**config.mk**
```make
export PLATFORM = sky130hd
export DESIGN_NAME = fifo_queue_with_delete_by_value
export DESIGN_NICKNAME = d
export VERILOG_FILES = /design/src/rtl/fqdv_pkg.sv /design/src/rtl/fqdv_cell.sv /design/src/rtl/fifo_queue_with_delete_by_value.sv
export SDC_FILE = /design/constraint.sdc
export NUM_CORES = 1
export LEC_CHECK = 0
export ABC_CLOCK_PERIOD_IN_PS = 10400
export BUFFER_PORTS_ARGS = -buffer_cell sky130_fd_sc_hd__clkbuf_2
export CAP_MARGIN = 20
export CORE_ASPECT_RATIO = 0.75
export CORE_MARGIN = 10
export CORE_UTILIZATION = 65
export DETAILED_ROUTE_END_ITERATION = 10
export MAX_ROUTING_LAYER = met4
export PLACE_DENSITY = 0.83
export SYNTH_ARGS = -nofsm -noshare
export SYNTH_HDL_FRONTEND = slang
export SYNTH_SLANG_ARGS = --single-unit
```
**constraint.sdc**
```tcl
create_clock -name clock -period 10.4 [get_ports clock]
set_input_delay 0.52 -clock clock [delete_from_list [all_inputs] [get_ports clock]]
set_output_delay 0.52 -clock clock [all_outputs]
set_load 0.1 [all_outputs]
```
**src/rtl/fqdv_pkg.sv**
```systemverilog
// ----------------------------------------------------------------------------
// fqdv_pkg: shared types for the handle queue with delete by value
// Transaction payloads, operation codes and the cell control bundles.
// ----------------------------------------------------------------------------
`timescale 1ns / 1ps

package fqdv_pkg;

   typedef enum logic [1:0] {
      MODE_ENQ  = 2'd0,
      MODE_DEQ  = 2'd1,
      MODE_DEL  = 2'd2,
      MODE_NONE = 2'd3
   } mode_type;

   typedef struct packed {
      mode_type    mode;
      logic [31:0] value;
   } req_type;

   typedef struct packed {
      logic        status;
      logic [31:0] removed_value;
      logic [4:0]  length;
   } rsp_type;

   // broadcast to every cell
   typedef struct packed {
      logic sample;
      logic commit;
      logic enq;
      logic del_chain;
   } cell_cmd_type;

   // where one cell stands relative to the fill level
   typedef struct packed {
      logic occupied;
      logic last;
      logic free;
   } cell_pos_type;

endpackage

```
**src/rtl/fqdv_cell.sv**
```systemverilog
// ----------------------------------------------------------------------------
// fqdv_cell: one queue slot
// Holds one handle, compares it with the key and shifts towards the head
// when a removal at or before this slot ripples through the chain.
// ----------------------------------------------------------------------------
`timescale 1ns / 1ps

module fqdv_cell
   import fqdv_pkg::*;
#(
   parameter int HANDLE_WIDTH = 32
) (
   input  logic                    clock,
   input  cell_cmd_type            cmd,
   input  cell_pos_type            pos,
   input  logic [HANDLE_WIDTH-1:0] key,
   input  logic [HANDLE_WIDTH-1:0] next_data,
   input  logic                    kill_in,
   output logic                    kill_out,
   output logic [HANDLE_WIDTH-1:0] data,
   output logic                    hit,
   output logic                    tail_hit
);

   logic [HANDLE_WIDTH-1:0] data_ff;
   logic                    hit_ff;
   logic                    tail_hit_ff;
   logic                    shift;
   logic                    equal;

   assign equal    = (data_ff == key);
   assign shift    = kill_in || (cmd.del_chain && hit_ff);
   assign kill_out = shift;
   assign data     = data_ff;
   assign hit      = hit_ff;
   assign tail_hit = tail_hit_ff;

   always_ff @(posedge clock) begin
      if (cmd.sample) begin
         hit_ff      <= pos.occupied && equal;
         tail_hit_ff <= pos.occupied && pos.last && equal;
      end
      if (cmd.commit) begin
         if (shift) begin
            data_ff <= next_data;
         end else if (cmd.enq && pos.free) begin
            data_ff <= key;
         end
      end
   end

endmodule

```
**src/rtl/fifo_queue_with_delete_by_value.sv**
```systemverilog
// ----------------------------------------------------------------------------
// fifo_queue_with_delete_by_value: bounded queue of nonzero handles
// Timing: an accepted request is registered as the state moves to ST_EXEC; the
// response strobe and payload are then registered out of ST_EXEC.
// Flow: the hit flags are sampled on acceptance and the cell chain commits in
// ST_EXEC; no new transaction is taken until ST_IDLE; the receiver cannot stall.
// Reset: synchronous; empties the queue, slot contents are left as they are.
// ----------------------------------------------------------------------------
`timescale 1ns / 1ps

module fifo_queue_with_delete_by_value
   import fqdv_pkg::*;
#(
   parameter int DEPTH        = 16,
   parameter int HANDLE_WIDTH = 32
) (
   input  logic    clock,
   input  logic    reset,
   input  logic    start,
   output logic    busy,
   input  req_type req_payload,
   output logic    rsp_valid,
   output rsp_type rsp_payload
);

   localparam int CW = $clog2(DEPTH + 1);
   localparam logic [CW-1:0] FULL_COUNT = CW'(DEPTH);

   typedef enum logic {
      ST_IDLE,
      ST_EXEC
   } state_type;

   state_type               state_ff;
   logic [CW-1:0]           count_ff;
   logic [CW-1:0]           count_in;
   mode_type                op_ff;
   logic [HANDLE_WIDTH-1:0] value_ff;
   logic                    rsp_valid_ff;
   rsp_type                 rsp_payload_ff;

   logic                    accept;
   logic [HANDLE_WIDTH-1:0] req_key;
   logic [HANDLE_WIDTH-1:0] key;
   cell_cmd_type            cmd;
   logic                    ok;
   logic                    kill0;
   logic [31:0]             removed;

   logic [HANDLE_WIDTH-1:0] data_vec [DEPTH];
   logic [DEPTH-1:0]        hit_vec;
   logic [DEPTH-1:0]        tail_vec;
   logic [DEPTH:0]          kill_vec;

   assign accept  = start && (state_ff == ST_IDLE);
   assign busy    = (state_ff != ST_IDLE);
   assign req_key = HANDLE_WIDTH'(req_payload.value);
   assign key     = (state_ff == ST_EXEC) ? value_ff : req_key;
   assign kill_vec[0] = kill0;

   for (genvar i = 0; i < DEPTH; i++) begin : g_cell
      localparam logic [CW-1:0] IDX = CW'(i);
      cell_pos_type            pos;
      logic [HANDLE_WIDTH-1:0] next_data;

      assign pos.occupied = (IDX < count_ff);
      assign pos.last     = (IDX == (count_ff - CW'(1)));
      assign pos.free     = (IDX == count_ff);

      if (i < DEPTH - 1) begin : g_mid
         assign next_data = data_vec[i+1];
      end else begin : g_end
         assign next_data = '0;
      end

      fqdv_cell #(
         .HANDLE_WIDTH(HANDLE_WIDTH)
      ) u_cell (
         .clock    (clock),
         .cmd      (cmd),
         .pos      (pos),
         .key      (key),
         .next_data(next_data),
         .kill_in  (kill_vec[i]),
         .kill_out (kill_vec[i+1]),
         .data     (data_vec[i]),
         .hit      (hit_vec[i]),
         .tail_hit (tail_vec[i])
      );
   end

   always_comb begin
      ok            = 1'b0;
      kill0         = 1'b0;
      removed       = '0;
      count_in      = count_ff;
      cmd.sample    = accept;
      cmd.enq       = 1'b0;
      cmd.del_chain = 1'b0;
      unique case (op_ff)
         MODE_ENQ: begin
            if ((value_ff != '0) && (count_ff != FULL_COUNT)) begin
               ok       = 1'b1;
               cmd.enq  = 1'b1;
               count_in = count_ff + CW'(1);
            end
         end
         MODE_DEQ: begin
            if (count_ff != '0) begin
               ok       = 1'b1;
               kill0    = 1'b1;
               removed  = 32'(data_vec[0]);
               count_in = count_ff - CW'(1);
            end
         end
         MODE_DEL: begin
            if ((value_ff != '0) && (|hit_vec)) begin
               ok            = 1'b1;
               cmd.del_chain = hit_vec[0] || !(|tail_vec);
               count_in      = count_ff - CW'(1);
            end
         end
         MODE_NONE: begin
            ok = 1'b0;
         end
         default: begin
            ok = 1'b0;
         end
      endcase
      cmd.commit = (state_ff == ST_EXEC) && ok;
   end

   always_ff @(posedge clock) begin
      if (reset) begin
         state_ff     <= ST_IDLE;
         count_ff     <= '0;
         rsp_valid_ff <= 1'b0;
      end else begin
         rsp_valid_ff <= 1'b0;
         unique case (state_ff)
            ST_IDLE: begin
               if (accept) begin
                  op_ff    <= req_payload.mode;
                  value_ff <= req_key;
                  state_ff <= ST_EXEC;
               end
            end
            ST_EXEC: begin
               count_ff                     <= count_in;
               rsp_valid_ff                 <= 1'b1;
               rsp_payload_ff.status        <= !ok;
               rsp_payload_ff.removed_value <= removed;
               rsp_payload_ff.length        <= 5'(count_in);
               state_ff                     <= ST_IDLE;
            end
            default: begin
               state_ff <= ST_IDLE;
            end
         endcase
      end
   end

   assign rsp_valid   = rsp_valid_ff;
   assign rsp_payload = rsp_payload_ff;

   a_rsp_after_exec: assert property (@(posedge clock) disable iff (reset)
      rsp_valid_ff |-> $past(state_ff == ST_EXEC))
      else $error("response without an executed transaction");

   a_count_bound: assert property (@(posedge clock) disable iff (reset)
      count_ff <= FULL_COUNT)
      else $error("fill level beyond depth");

   a_accept_busy: assert property (@(posedge clock) disable iff (reset)
      accept |=> busy)
      else $error("accepted transaction did not raise busy");

   a_reject_holds: assert property (@(posedge clock) disable iff (reset)
      (rsp_valid_ff && rsp_payload_ff.status) |-> (count_ff == $past(count_ff)))
      else $error("rejected transaction changed the fill level");

endmodule

```
* Word-level counts from Yosys, hierarchy flattened
Index checks and enable logic that the tools add are counted.
** Storage, ports and cells
- Output and inout port bits :: 40
- Register bits :: 623
- Logic and storage cells :: 318
** Cells by class
- Equal/unequal tests :: 50
- Bitwise operators :: 2
- $lt $le $gt $ge :: 16
- $add $sub $neg :: 2
- Reduce and logical (&&, ||, !) cells :: 145
- Mux-type cells :: 47
** Operators by type and width (number)
- two-way mux 32 bit :: 32
- == test 32 bit :: 16
- logical AND 1 bit :: 84
- == test 4 x 5 -> 1 bit (first input constant) :: 16
- == test 3 x 5 -> 1 bit (first input constant) :: 8
- less-than comparator 4 x 5 -> 1 bit (first input constant) :: 8
- AND reduction 2 bit :: 18
- nonzero test 2 bit :: 16
- nonzero test 32 bit :: 1
- OR reduction 16 bit :: 2
- == test 2 x 5 -> 1 bit (first input constant) :: 4
- less-than comparator 3 x 5 -> 1 bit (first input constant) :: 4
- logical OR 1 bit :: 17
- two-way mux 5 bit :: 3
- one-hot mux 5 bit (3 select lines) :: 1
- == test 1 x 5 -> 1 bit (first input constant) :: 2
- zero test 5 bit :: 2
- less-than comparator 1 x 5 -> 1 bit (first input constant) :: 2
- less-than comparator 2 x 5 -> 1 bit (first input constant) :: 2
- two-way mux 1 bit :: 9
- adder 5 x 1 -> 5 bit (second input constant) :: 1
- inequality test 5 bit (second input constant) :: 1
- nonzero test 5 bit :: 1
- subtractor 5 x 1 -> 5 bit (second input constant) :: 1
- other kinds (8) :: 11

* Longest topological paths before layout
- Depth after elaboration :: 24
- Mapped depth :: 13
- Gate-level depth less buffers :: 9

* Hierarchy
From an unflattened synthesis, not the netlist that was laid out.
** Unflattened totals
- Cells, all modules :: 2238
- Area total of the unflattened synthesis :: 32677.6 um^2
** By module, submodules not included
- fqdv_cell :: area each 1786.7 um^2, cells each 119, seq. area each 1021.0 um^2, times used 16
- fifo_queue_with_delete_by_value :: area each 4090.2 um^2, cells each 334, seq. area each 2302.2 um^2, times used 1

* Worst setup path after synthesis
No wires, ideal clock.
- Path type :: register to register
- Start :: register state_ff, in the netlist busy
- End :: register g_cell[11].u_cell.data_ff[0], enable pin
- Period minus slack after synthesis :: 4.790 ns
- Setup slack :: 5.610 ns
- Arrival time :: 4.358 ns
- Library setup time :: 0.432 ns
- Cell stages (with the launch flop) :: 8
- Required time :: 9.968 ns
- Path through :: dfxtp_1 -> buf_2 -> buf_1 -> clkbuf_1 -> clkbuf_1 -> nand2_1 -> clkbuf_1 -> a21oi_1
** On the way
- Word-level cells in the longest chain between the ends :: 2
** Ends and longest elaborated chain
- from (decl) :: line fifo_queue_with_delete_by_value.sv:34 : state_type state_ff;
- from (signal assigned) :: line fifo_queue_with_delete_by_value.sv:135 : state_ff <= ST_IDLE;
- from (signal assigned) :: line fifo_queue_with_delete_by_value.sv:145 : state_ff <= ST_EXEC;
- from (signal assigned) :: line fifo_queue_with_delete_by_value.sv:154 : state_ff <= ST_IDLE;
- logical AND 1 bit :: line fifo_queue_with_delete_by_value.sv:130 : cmd.commit = (state_ff == ST_EXEC) && ok;
- AND reduction 2 bit (no line)
- to (signal assigned) :: line fqdv_cell.sv:45 : data_ff <= next_data;
- to (signal assigned) :: line fqdv_cell.sv:47 : data_ff <= key;
- to (decl) :: line fqdv_cell.sv:25 : logic [HANDLE_WIDTH-1:0] data_ff;
Every way passes these cells.
A chain may end at the register's enable or synchronous reset.

* Worst setup path in the final report
- Start :: register count_ff[1]
- End :: register g_cell[9].u_cell.data_ff[15], enable pin
** On the way
- Word-level cells in the longest chain between the ends :: 15
- Elaborated cells between the ends (all ways) :: 23
** Ends and longest elaborated chain
- from (decl) :: line fifo_queue_with_delete_by_value.sv:35 : logic [CW-1:0] count_ff;
- from (signal assigned) :: line fifo_queue_with_delete_by_value.sv:149 : count_ff <= count_in;
- nonzero test 5 bit :: line fifo_queue_with_delete_by_value.sv:109 : if (count_ff != '0) begin
- two-way mux 1 bit :: line fifo_queue_with_delete_by_value.sv:109
- two-way mux 1 bit :: line fifo_queue_with_delete_by_value.sv:100 : unique case (op_ff)
- logical OR 1 bit (10 in a row) :: line fqdv_cell.sv:32 : assign shift = kill_in || (cmd.del_chain && hit_ff);
- nonzero test 2 bit (no line)
- AND reduction 2 bit (no line) (*)
- to (signal assigned) :: line fqdv_cell.sv:45
- to (signal assigned) :: line fqdv_cell.sv:47
- to (decl) :: line fqdv_cell.sv:25
Every way passes the cells marked *; elsewhere a longest branch is shown, timed or not.

==> results.toml <==
[die]
fp.dieH_microns = 215
start_util = 0.657
dieArea_sq_um = 60200
core-area_sq_um = 50200
row_count = 71
fp.dieW_microns = 280
io_pins = 77

[sta]
setup_viol = 0
rsz0062_at_grt = "false"
slew_headroom = 0.164
worst_slew_pin_slew_ps = 1250
fin_crit_ps = 5090
post-route-period-util = 0.490
hold_viol_final = 0
fin_ws_ps = 5310
fin_hold_ws_ps = 61.4
fmax_ghz = 0.196
tns_ps = 0
fin_skew_ps = 12.0
drv_slew = 0

[yosys]
synth_flop_cell = "edfxtp_1"
synthCells = 2379
yosys_warnings = 0
yosysMostFrequentCell = "edfxtp_1"
synthesis.area_sq_um = 33000
syn-num-nets = 2422
synthDistinctLibCells = 62
yosysSeqAreaShare = 0.565
syn_avg_cell_area_sq_um = 13.9
synth-seq-cells = 623
synthTopCellsByCount = "edfxtp_1 (616), xnor2_1 (510), mux2_2 (410)"
synth-edff-count = 616
netlist.area_leader.share = 0.561
yosysTopAreaCell = "edfxtp_1"
ys_async_sr_fraction = 0
yosys-top-cells-area = "edfxtp_1 (56%), mux2_2 (14%), xnor2_1 (14%)"

[clock_network]
cts_tree = "yes"
cts_max_level = 2
ctsResizeCount = 0
clk_latency_ps = 640
cts_made_buffers = 58
cts.sinks = 623
post-cts-setup-buffers = 0
path_clk_slew_ps = 70
holdBufCountCts = 0
cts_buffer_depth = 3
cts_root_buf = "clkbuf_16"

[flow_run]
cap_violations = 0

[setup_path]
critPathTopFamily = "compound AO/OA/AOI/OAI gates"
crit_fanout = 73
cp_cell_sequence = "inv_1, ha_1, nand2_1, and3b_1, a31o_2, buf_4, a21oi_4, a21oi_4"
timing.rr.end = "g_cell[9].u_cell.data[15]"
endpoint_kind = "flop"
worst-endpoint-arrival_ps = 5350
r2r_slack_ps = 5310
slowest_delay_ps = 980
crit_required_ps = 10660
worstReg2RegStart = "count_ff[1]"
critPathBufInv = 2
cp-start-kind = "flop"
r2r_cells = 8
crit_type = "flop to flop"
crit_slowest_cell = "a21oi_4"
cp_common_cell = "a21oi_4"
crit_start = "count_ff[1]"

[cells_and_area]
utilization = 0.723
stdcell_area_sq_um = 36300
nets = 2475
drive_gt1_frac = 0.290
syn_to_final_growth_pct = 9.96
final-instance-count-excl-fill = 3146

[power]
p_leak_nw = 11.3
max-vdd-ir-drop_mv = 0.135
pwr_density_cell_nw_per_um2 = 163
power_mw = 5.91

[global_routing]
met1_usage = 0.482
grt_pass1_vias = 21184
grt_pass1_wl_microns = 152000
grt.met2_usage = 0.499
grt_use_met3 = 0.129
grt_antenna_before_repair = 8
grt_max_degree = 74
overflow = 0
grt_busiest_layer = "met2"
groute.usage.overall = 0.361

[routing]
via_per_inst = 6.98
vias = 21970
dr.first_iter.drc_count = 3623
antenna_left = 0
routed_wl_microns = 108000
first_pass_iters = 6
drc = 0
wl_per_cell_microns = 34.2

[worst_hold_path]
holdPathEnd = "op_ff[0]"
hp-class = "primary input to flop"
hold_depth = 1
hold_start = "req_payload[32]"

[place]
io_buffers = 76
placement.cell_area_sq_um = 34200
gp_congestion = 0.985
place_hpwl_microns = 71500
post-place-ws_ps = 5330
post-place-cells = 3018

[status]
outcome = "completed"
==> worst max path at each step <==
stage,slack (ps),depth (start not counted),end
2_1_floorplan,5610,7,g_cell[11].u_cell.data[0]
3_3_place_gp,5480,7,g_cell[7].u_cell.data[21]
3_5_place_dp,5330,8,g_cell[7].u_cell.data[21]
4_1_cts,5300,8,g_cell[7].u_cell.data[16]
5_1_grt,4980,8,g_cell[9].u_cell.data[21]
6_report,5310,8,g_cell[9].u_cell.data[15]
==> cells in the final DEF (no fill, tap or decap), drive strengths merged, types with 7 or more instances in the layout <==
cell and instances:
and2 35, a21oi 48, nand2 77, dfxtp 7, inv 7, and3 16
o21ai 75, clkbuf 153, clkinv 28, or4 7, a31oi 8, edfxtp 616
nand3 28, nor3 22, mux2 448, or2 8, nand4 44, xnor2 510
mux2i 36, buf 79, diode 8, nor4 118, nor2 51
==> layer usage <==
layer | share of wire | routed length, microns
met3 | 0.16 | 17400
met1 | 0.37 | 40000
met4 | 0.042 | 4520
met2 | 0.42 | 45700
met5 | 0 | 0
==> worst reg2reg max path, cell delays in order, from the launching register on <==
cell and delay, ps:
dfxtp_1 720, inv_1 180, ha_1 470, nand2_1 200, and3b_1 870, a31o_2 220, buf_4 670, a21oi_4 380
a21oi_4 990
==> logic make-up after synthesis <==
group | share of synthesized area
xor+xnor | 0.135
simple gates | 0.0710
flops | 0.565
buf+inv | 0.0285
fa+ha+maj | 0.00228
compound gates | 0.0317
mux | 0.166
==> area by class of cell <==
type,instances,area (sq um)
multi-input cells,1587,13800
clock buffers,77,1540
repair buffers,155,1130
fillers,3219,13900
clock inverters,32,238
diodes,8,20.0
well taps,657,822
flip-flops and latches,623,18600
inverters,7,26.3
==> registers in the layout (all words and copies together) (netlist names) <==
name                    flops
g_cell.u_cell.data        512
rsp_payload                38
value_ff                   32
g_cell.u_cell.hit          16
g_cell.u_cell.tail_hit     16
count_ff                    5
op_ff                       2
busy                        1
rsp_valid                   1
==> where the power goes <==
part	leakage, nW	internal [mW]	total (mW)	switching, mW
registers	5.67	2.85	2.89	0.0414
clock network	0.864	1.11	2.08	0.963
logic	4.73	0.369	0.940	0.571
Power figures use the tool's default switching activity.
